File: config.mk
export PLATFORM = sky130hd
export DESIGN_NAME = rmbf_front
export DESIGN_NICKNAME = d
export VERILOG_FILES = /design/src/rtl/rmbf_pkg.sv /design/src/rtl/rmbf_front.sv
export SDC_FILE = /design/constraint.sdc
export NUM_CORES = 1
export LEC_CHECK = 0
export BUFFER_PORTS_ARGS = -buffer_cell sky130_fd_sc_hd__buf_2
export CORE_MARGIN = 2
export CORE_UTILIZATION = 52
export CTS_BUF_LIST = sky130_fd_sc_hd__clkbuf_8 sky130_fd_sc_hd__clkbuf_16
export DETAILED_ROUTE_END_ITERATION = 10
export PLACE_DENSITY = 0.87
export RECOVER_POWER = 100
export SLEW_MARGIN = 25
export SYNTH_ARGS = -nofsm -noshare
export SYNTH_HDL_FRONTEND = slang
export SYNTH_SLANG_ARGS = --single-unit
File: constraint.sdc
create_clock -name clk_i -period 5.5 [get_ports clk_i]
set_input_delay 1.1 -clock clk_i [delete_from_list [all_inputs] [get_ports clk_i]]
set_output_delay 1.1 -clock clk_i [all_outputs]
set_load 0.02 [all_outputs]
File: src/rtl/rmbf_pkg.sv
`timescale 1ns / 1ps
// ----------------------------------------------------------------------------
// rmbf_pkg
// Shared types and constants of the repeated median Bragg curve fit.
// ----------------------------------------------------------------------------
package rmbf_pkg;

  localparam int unsigned MaxHits    = 64;
  localparam int unsigned QueueDepth = 2;
  localparam int unsigned DivW       = 72;
  localparam int unsigned FitW       = 48;

  typedef struct packed {
    logic [31:0] coordinate;
    logic [31:0] energy_rate;
    logic        last_hit;
  } hit_t;

  typedef struct packed {
    logic                   fit_valid;
    logic signed [FitW-1:0] gradient;
    logic signed [FitW-1:0] intercept;
    logic                   hits_dropped;
  } result_t;

  typedef enum logic [4:0] {
    StIdle,
    StXRead,
    StXDiff,
    StXSel,
    StXDiv,
    StXSqrt,
    StXNext,
    StPRead,
    StPLoad,
    StJRead,
    StJLoad,
    StMul,
    StDStart,
    StDWait,
    StJNext,
    StPNext,
    StMRead,
    StMLoadA,
    StMReadB,
    StMCmpB,
    StMPick,
    StMFin,
    StDone
  } back_state_e;

endpackage

File: src/rtl/rmbf_front.sv
`timescale 1ns / 1ps
// ----------------------------------------------------------------------------
// rmbf_front
// Hit intake: accepts hits and queues them for the fitting engine.
// ----------------------------------------------------------------------------
module rmbf_front (
  input  logic           clk_i,
  input  logic           rst_ni,
  input  logic           start_i,
  input  rmbf_pkg::hit_t hit_i,
  output logic           busy_o,
  input  logic           pop_i,
  output logic           avail_o,
  output rmbf_pkg::hit_t hit_o
);

  localparam int unsigned Depth = rmbf_pkg::QueueDepth;
  localparam int unsigned PW    = $clog2(Depth);
  localparam int unsigned FW    = $clog2(Depth + 1);

  rmbf_pkg::hit_t mem_q [Depth];
  logic [PW-1:0]  wptr_q;
  logic [PW-1:0]  rptr_q;
  logic [FW-1:0]  fill_q;
  logic           push;
  logic           pop;

  assign busy_o  = fill_q == FW'(Depth);
  assign avail_o = fill_q != '0;
  assign push    = start_i && !busy_o;
  assign pop     = pop_i && avail_o;
  assign hit_o   = mem_q[rptr_q];

  always_ff @(posedge clk_i or negedge rst_ni) begin
    if (!rst_ni) begin
      wptr_q <= '0;
      rptr_q <= '0;
      fill_q <= '0;
    end else begin
      if (push) begin
        wptr_q <= wptr_q + PW'(1);
      end
      if (pop) begin
        rptr_q <= rptr_q + PW'(1);
      end
      if (push && !pop) begin
        fill_q <= fill_q + FW'(1);
      end else if (pop && !push) begin
        fill_q <= fill_q - FW'(1);
      end
    end
  end

  always_ff @(posedge clk_i) begin
    if (push) begin
      mem_q[wptr_q] <= hit_i;
    end
  end

endmodule

Word level (Yosys, flattened, before mapping)
Memory sizes are Yosys's and may differ from the RTL's.
Index checks and enable logic that the tools add are counted.

storage, ports and cells
  register bits = 4
  latch bits = 0
  RAM bits = 130
  memory bits (read-only) = 0
  bits of input ports = 69
  word-level logic and storage cells = 22
  memories = 1

memory list
  name   words  bits a word  read ports  clocked after memory_dff  wr ports  RTL line          source
  mem_q  2      65           1           0                         1         rmbf_front.sv:21  rmbf_pkg::hit_t mem_q [Depth];

operators by class
  add/subtract/negate cells = 4
  multiply operators = 0
  divide/modulo/power cells = 0
  $lt $le $gt $ge = 0
  equality and inequality tests = 1
  shift operators = 0
  multiplexer cells = 4
  bitwise logic cells = 0
  reduce and logical (&&, ||, !) cells = 9

operators by type and width
  cell                                               number
  logical AND 1 bit                                  4
  two-way mux 2 bit                                  2
  nonzero test 2 bit                                 2
  zero test 1 bit                                    3
  adder 1 bit (second input constant)                2
  adder 2 x 1 -> 2 bit (second input constant)       1
  equality test 2 bit (second input constant)        1
  two-way mux 1 bit                                  2
  subtractor 2 x 1 -> 2 bit (second input constant)  1

Longest topological paths before layout
Gate-level depths: netlist (run 1).

  depth after elaboration = 7
  depth in mapped cells = 7

Least setup slack after synthesis (run 1)
OpenSTA, ideal clock, no wires.

  path kind = input-to-reg
  start = input start_i
  end = memory mem_q[0][0] (netlist bit) (enable)
  setup time = 0.488 ns
  arrival = 3.906 ns
  required time = 5.012 ns
  slack = 1.106 ns
  cell stages on the path = 2
  path buffers = 0
  cell sequence = nand2_1 nor2_1

between the ends
  longest elaborated chain between the ends = 3

ends and longest elaborated chain
  element                                  RTL line          source
  start: declaration                       rmbf_front.sv:9   input logic start_i,
  logical AND 1 bit                        rmbf_front.sv:30  assign push = start_i && !busy_o;
  two-way mux 1 bit                        rmbf_front.sv:55  if (push) begin
  two-way mux 1 bit (not written as such)  rmbf_front.sv:56  mem_q[wptr_q] <= hit_i;
  end: declaration                         rmbf_front.sv:21

No other way between the ends.

Worst setup path after layout (run 1)
  start = input start_i
  end = memory mem_q[0][30] (netlist bit) (enable)

The elaborated chain is that of the path after synthesis.

==> impl_metrics.tcl, run 1 <==
set metrics [dict create \
    drc 0 \
    vias_per_cell 4.887 \
    reg2reg_slack_ps 1570 \
    max_freq_ghz 0.2487 \
    multi_input_area_um2 893.4 \
    ys_ff_latch 134 \
    critPathSlowestCell "nor2_1" \
    grt-ovfl-total 0 \
    ios 136 \
    finClkSkew_ps 4.725 \
    first_pass_iters 4 \
    clock_path_buffers 2 \
    grt_pass1_wl_mm 12.28 \
    clkPwrFrac 0.321 \
    grt_pass1_vias 2534 \
    crit_buf_inv 2 \
    cts_tree "built" \
    cts_setup_buffers 0 \
    hold_viol 0 \
    setup_violations 0 \
    startpoint "start_i" \
    area_growth_pct 25.32 \
    grt_max_degree 67 \
    worstMarginPinSlew_ps 2490 \
    coreArea_mm2 0.009328 \
    antenna_found_initial 0 \
    critical_path_class "input pin to register" \
    cts_made_buffers 17 \
    dp_hpwl_mm 5.279 \
    cts_root_buffer "clkbuf_8" \
    die_area_mm2 0.01052 \
    crit_chain "buf_2, nand2_1, nor2_1, clkbuf_2" \
    crit_end "mem_q[0][30]$_DFFE_PP_" \
    r2r_cells 4 \
    cp_num_cells 4 \
    cp-start-kind "input pin" \
    finalPower_mw 3.797 \
    htree_levels 4 \
    dieHeight_um 102.5 \
    layout_min_cycle_time_ps 4022 \
    antenna_cells 0 \
    power.switching_mw 1.153 \
    track_usage 0.1617 \
    violations "capacitance limit, slew limit" \
    slew_headroom -0.6662 \
    vias 2502 \
    synth_nets 291 \
    postCtsHoldBufs 0 \
    cp-end-kind "register" \
    static-leakage-power_nw 2.305 \
    num_rows 35 \
    r2r-end "mem_q[0][30]$_DFFE_PP_" \
    syn_inst 221 \
    die-width_um 102.5 \
    n_fill_cell 696 \
    status "finished with violations" \
    clkTransAtPathRegs_ps 60 \
    place.gp.congestion 0.6966 \
    layout-drive-gt1-share 0.3499 \
    ys_seq_area_frac 0.7929 \
    synth_cell_types 15 \
    vdd_ir_drop_max_v 0.0003808 \
    pwr-share-comb 0.283 \
    reg2reg_from "fill_q[0]$_DFFE_PN0P_" \
    cellInternalPower_mw 2.644 \
    cp.arrival_ps 4140 \
    crit_fanout 36 \
    drtAntennaViolNets 0 \
    swShare 0.3036 \
    drt-total-wl_mm 8.406 \
    io_buffers 135 \
    maxCapViolCount 2 \
    cts_num_sinks 134 \
    powerDensity_mw_per_mm2 600.0 \
    slew_violations 68 \
    grt_setup_unrepaired "false" \
    share_seq_of_total_power 0.396 \
    slowest_delay_ps 1840 \
    synth_area_mm2 0.005050 \
    regArea_mm2 0.004004 \
    start_util 0.5414 \
    insertion_delay_ps 490 \
    fin_nets 441 \
    drt_iter0_drc 62 \
    min_path_type "input pin to asynchronous set/reset pin" \
    finalCritPeriodShare 0.7312 \
    ctsResizeCount 0 \
    yosys_warnings 0 \
    crit_family "simple AND/OR/NAND/NOR gates" \
    cp.required_ps 5610 \
    finalSetupTns_ps 0 \
    wl_per_cell_um 16.42 \
    avgSynthCellArea_um2 22.85 \
]
## registers in the layout, indices dropped and copies added (netlist names)
signal  count
fill_q      2
mem_q     130
rptr_q      1
wptr_q      1
## cell families (layout without fill, tap and decap cells)
group         after synthesis  in the layout  share of synthesized area
buf+inv                     9            171                    0.01462
flops                     134            134                     0.7929
xor+xnor                    5              5                   0.008674
simple gates                7              7                   0.006693
mux                        65             65                     0.1747
fa+ha+maj                   1              1                   0.002477
## power groups by stage
| stage | clock network (mW) | registers, mW | logic [mW] |
|---|---|---|---|
| final | 1.22 | 1.50 | 1.08 |
| after detailed placement | 0 | 1.60 | 1.11 |
| after floorplan | 0 | 1.48 | 0.924 |
| after global routing | 1.28 | 1.53 | 1.15 |
| after global placement | 0 | 1.58 | 1.09 |
| after CTS | 1.24 | 1.58 | 1.12 |
## layer usage
| metal | up-vias | track usage | share of wire |
|---|---|---|---|
| met4 | 0 | 0.05846 | 0.0052 |
| met1 | 1229 | 0.1987 | 0.41 |
| li1 | 1173 | - | - |
| met5 | - | 0 | 0 |
| met3 | 6 | 0.05695 | 0.071 |
| met2 | 94 | 0.2675 | 0.51 |
## worst min path at each step
stage	startpoint	to	slack, ps	cells after the start
2_1_floorplan	fill_q[1]$_DFFE_PN0P_	fill_q[1]$_DFFE_PN0P_	460	1
3_3_place_gp	fill_q[1]$_DFFE_PN0P_	fill_q[1]$_DFFE_PN0P_	490	1
3_5_place_dp	fill_q[1]$_DFFE_PN0P_	fill_q[1]$_DFFE_PN0P_	490	1
4_1_cts	rst_ni	wptr_q$_DFFE_PN0P_	370	1
5_1_grt	rst_ni	wptr_q$_DFFE_PN0P_	410	1
6_report	rst_ni	wptr_q$_DFFE_PN0P_	420	1
## final cells by class
class / instances / area share
clock buffer: 17 / 0.06544
tap: 129 / 0.02550
inverter: 2 / 0.001186
timing repair buffer: 138 / 0.09747
multi-input combinational: 78 / 0.1412
sequential: 134 / 0.6327
clock inverter: 14 / 0.03658
## metrics by stage
step | instances | cell area [um2] | utilization | worst slack [ps] | hold slack, ps
after floorplan | 221 | 5050 | - | 1106 | 455.9
after global placement | 480 | 5848 | 0.6270 | 2569 | 485.5
after detailed placement | 480 | 5848 | 0.6270 | 2485 | 492.4
after CTS | 511 | 6494 | 0.6962 | 2074 | 369.4
after global routing | 512 | 6329 | 0.6785 | 1126 | 405.7
final | 512 | 6329 | 0.6785 | 1478 | 421.9
## synth_stat cells
| cell type | instances | area (um2) |
|---|---|---|
| edfxtp_1 | 130 | 3904 |
| dfrtp_1 | 4 | 100.1 |
| buf_6 | 5 | 56.30 |
| inv_1 | 2 | 7.510 |
| or2_2 | 1 | 6.260 |
| buf_2 | 2 | 10.01 |
| mux2_4 | 40 | 600.6 |
| ha_1 | 1 | 12.51 |
| nand2_1 | 2 | 7.510 |
| xor2_1 | 2 | 17.52 |
| mux2_2 | 25 | 281.5 |
| nor2_1 | 2 | 7.510 |
| xnor2_1 | 3 | 26.28 |
| nand2b_1 | 1 | 6.260 |
| and3_1 | 1 | 6.260 |
## cells in the final DEF (no fill, tap or decap), drive strengths merged
cell        n
xnor2       3
xor2        2
clkinv      6
nand2b      1
clkinvlp    1
mux2       65
edfxtp    130
clkbuf     95
buf        60
inv         3
dfrtp       4
or2         1
nand2       2
and3        1
bufinv      6
ha          1
nor2        2
Note: power is estimated with default switching activity, not from simulation.
==> run 2, diff against run 1 <==
clock period = 4.1 ns   (was 5.5 ns; I/O delays follow)
==> impl_metrics.tcl, run 2 (synthesis results as in run 1) <==
set metrics [dict create \
    crit_fanout 37 \
    die-width_um 102.5 \
    finalCritPeriodShare 0.7236 \
    drc 0 \
    worstMarginPinSlew_ps 1920 \
    fin_nets 442 \
    cp-end-kind "register" \
    clock_path_buffers 2 \
    antenna_found_initial 0 \
    layout-drive-gt1-share 0.3481 \
    grt_setup_unrepaired "false" \
    final_common_cell "edfxtp_1" \
    first_pass_iters 4 \
    dpl_cell_area_mm2 0.005868 \
    min_path_type "input pin to asynchronous set/reset pin" \
    reg_top3 "mem_q (130), fill_q (2)" \
    dp_hpwl_mm 5.384 \
    area_growth_pct 24.28 \
    track_usage 0.1582 \
    grt_max_degree 67 \
    max_freq_ghz 0.3371 \
    place_inst 481 \
    grt_pass1_wl_mm 12.12 \
    vdd_ir_drop_max_v 0.0004609 \
    ctsResizeCount 0 \
    vias_per_cell 4.883 \
    violations "capacitance limit, slew limit" \
    drtAntennaViolNets 0 \
    drt_iter0_drc 85 \
    wl_per_cell_um 15.94 \
    coreArea_mm2 0.009328 \
    clkTransAtPathRegs_ps 60 \
    maxCapViolCount 2 \
    finalSetupTns_ps 0 \
    postCtsHoldBufs 0 \
    crit_family "simple AND/OR/NAND/NOR gates" \
    stdcell_count 514 \
    largest_reg_flops 130 \
    crit_buf_inv 1 \
    critical_path_class "register to register" \
    cp.arrival_ps 3080 \
    die_area_mm2 0.01052 \
    dieHeight_um 102.5 \
    grt-ovfl-total 0 \
    num_rows 35 \
    place.gp.congestion 0.7117 \
    top_register "mem_q" \
    critPathSlowestCell "and3_1" \
    slew_headroom -0.2797 \
    crit_chain "nand2b_1, and3_1, clkbuf_2" \
    drt-total-wl_mm 8.192 \
    ios 136 \
    slowest_delay_ps 1040 \
    hold_slack_ps 151.7 \
    cts_made_buffers 17 \
    powerDensity_mw_per_mm2 779.0 \
    grt_pass1_vias 2511 \
    finClkSkew_ps 10.99 \
    design_area_mm2 0.006276 \
    layout_min_cycle_time_ps 2967 \
    vias 2510 \
    cts_setup_buffers 0 \
    insertion_delay_ps 500 \
    htree_levels 4 \
    slew_violations 67 \
    cts_tree "built" \
    cp-start-kind "register" \
    status "finished with violations" \
    antenna_cells 0 \
    cp.required_ps 4210 \
    io_buffers 135 \
    static-leakage-power_nw 2.267 \
    cts_num_sinks 134 \
    hold_viol 0 \
    start_util 0.5414 \
    setup_violations 0 \
    cts_root_buffer "clkbuf_8" \
    final_cell_mix "130 x edfxtp_1, 86 x clkbuf_1, 51 x buf_2" \
]
-- run 2: cell types whose count changed in the layout (fill, tap and decap cells not counted), moves of 2 or more --
cell / delta
mux2_4: +5
bufinv_16: -4
inv_1: +2
mux2_1: -6
clkinv_2: -2
clkbuf_1: +9
inv_6: +3
buf_2: -8
clkinvlp_4: +2
-- run 2: where the power goes --
group          internal [mW]  switching (mW)
Combinational          0.567           0.875
Sequential              1.89           0.138
Clock                  0.868           0.549
Total                   3.33            1.56
-- run 2: final timing paths --
kind	from	end	slack (ps)	cells past startpoint
min in group clk_i	fill_q[1]$_DFFE_PN0P_	fill_q[1]$_DFFE_PN0P_	490	1
hold / removal	rst_ni	rptr_q$_DFFE_PN0P_	150	1
hold reg to reg	fill_q[1]$_DFFE_PN0P_	fill_q[1]$_DFFE_PN0P_	490	1
setup / recovery	fill_q[0]$_DFFE_PN0P_	mem_q[1][2]$_DFFE_PP_	1130	3
max in group asynchronous	rst_ni	rptr_q$_DFFE_PN0P_	3730	1
setup reg to reg	fill_q[0]$_DFFE_PN0P_	mem_q[1][2]$_DFFE_PP_	1130	3
-- run 2: per-stage QoR --
| stage | setup slack (ps) | total power [mW] | utilization |
|---|---|---|---|
| finish | 1133 | 4.889 | 0.6728 |
| global route | 869.9 | 5.120 | 0.6728 |
| global placement | 1529 | 3.607 | 0.6291 |
| floorplan | 1073 | 3.217 | - |
| CTS | 972.8 | 5.082 | 0.6901 |
| detailed placement | 1513 | 3.655 | 0.6291 |
-- run 2: worst reg2reg max path, stage by stage (launching register included) --
cell	delay, ps
dfrtp_1	410
nand2b_1	160
and3_1	1040
clkbuf_2	930
-- run 2: final cells by class --
class | count | area (um2)
Fill cell | 678 | 3052
Clock buffer | 17 | 414.1
Tap cell | 129 | 161.4
Clock inverter | 15 | 155.1
Inverter | 2 | 7.507
Sequential cell | 134 | 4008
Multi-Input combinational cell | 78 | 919.6
Timing Repair Buffer | 139 | 610.6
-- run 2: layer usage --
layer  routed length, um  vias to the layer above  track usage
li1                    -                     1178            -
met1                3333                     1217       0.1861
met2                4166                      102       0.2720
met3                 593                       13      0.05288
met4                  98                        0      0.05846
met5                   0                        -            0
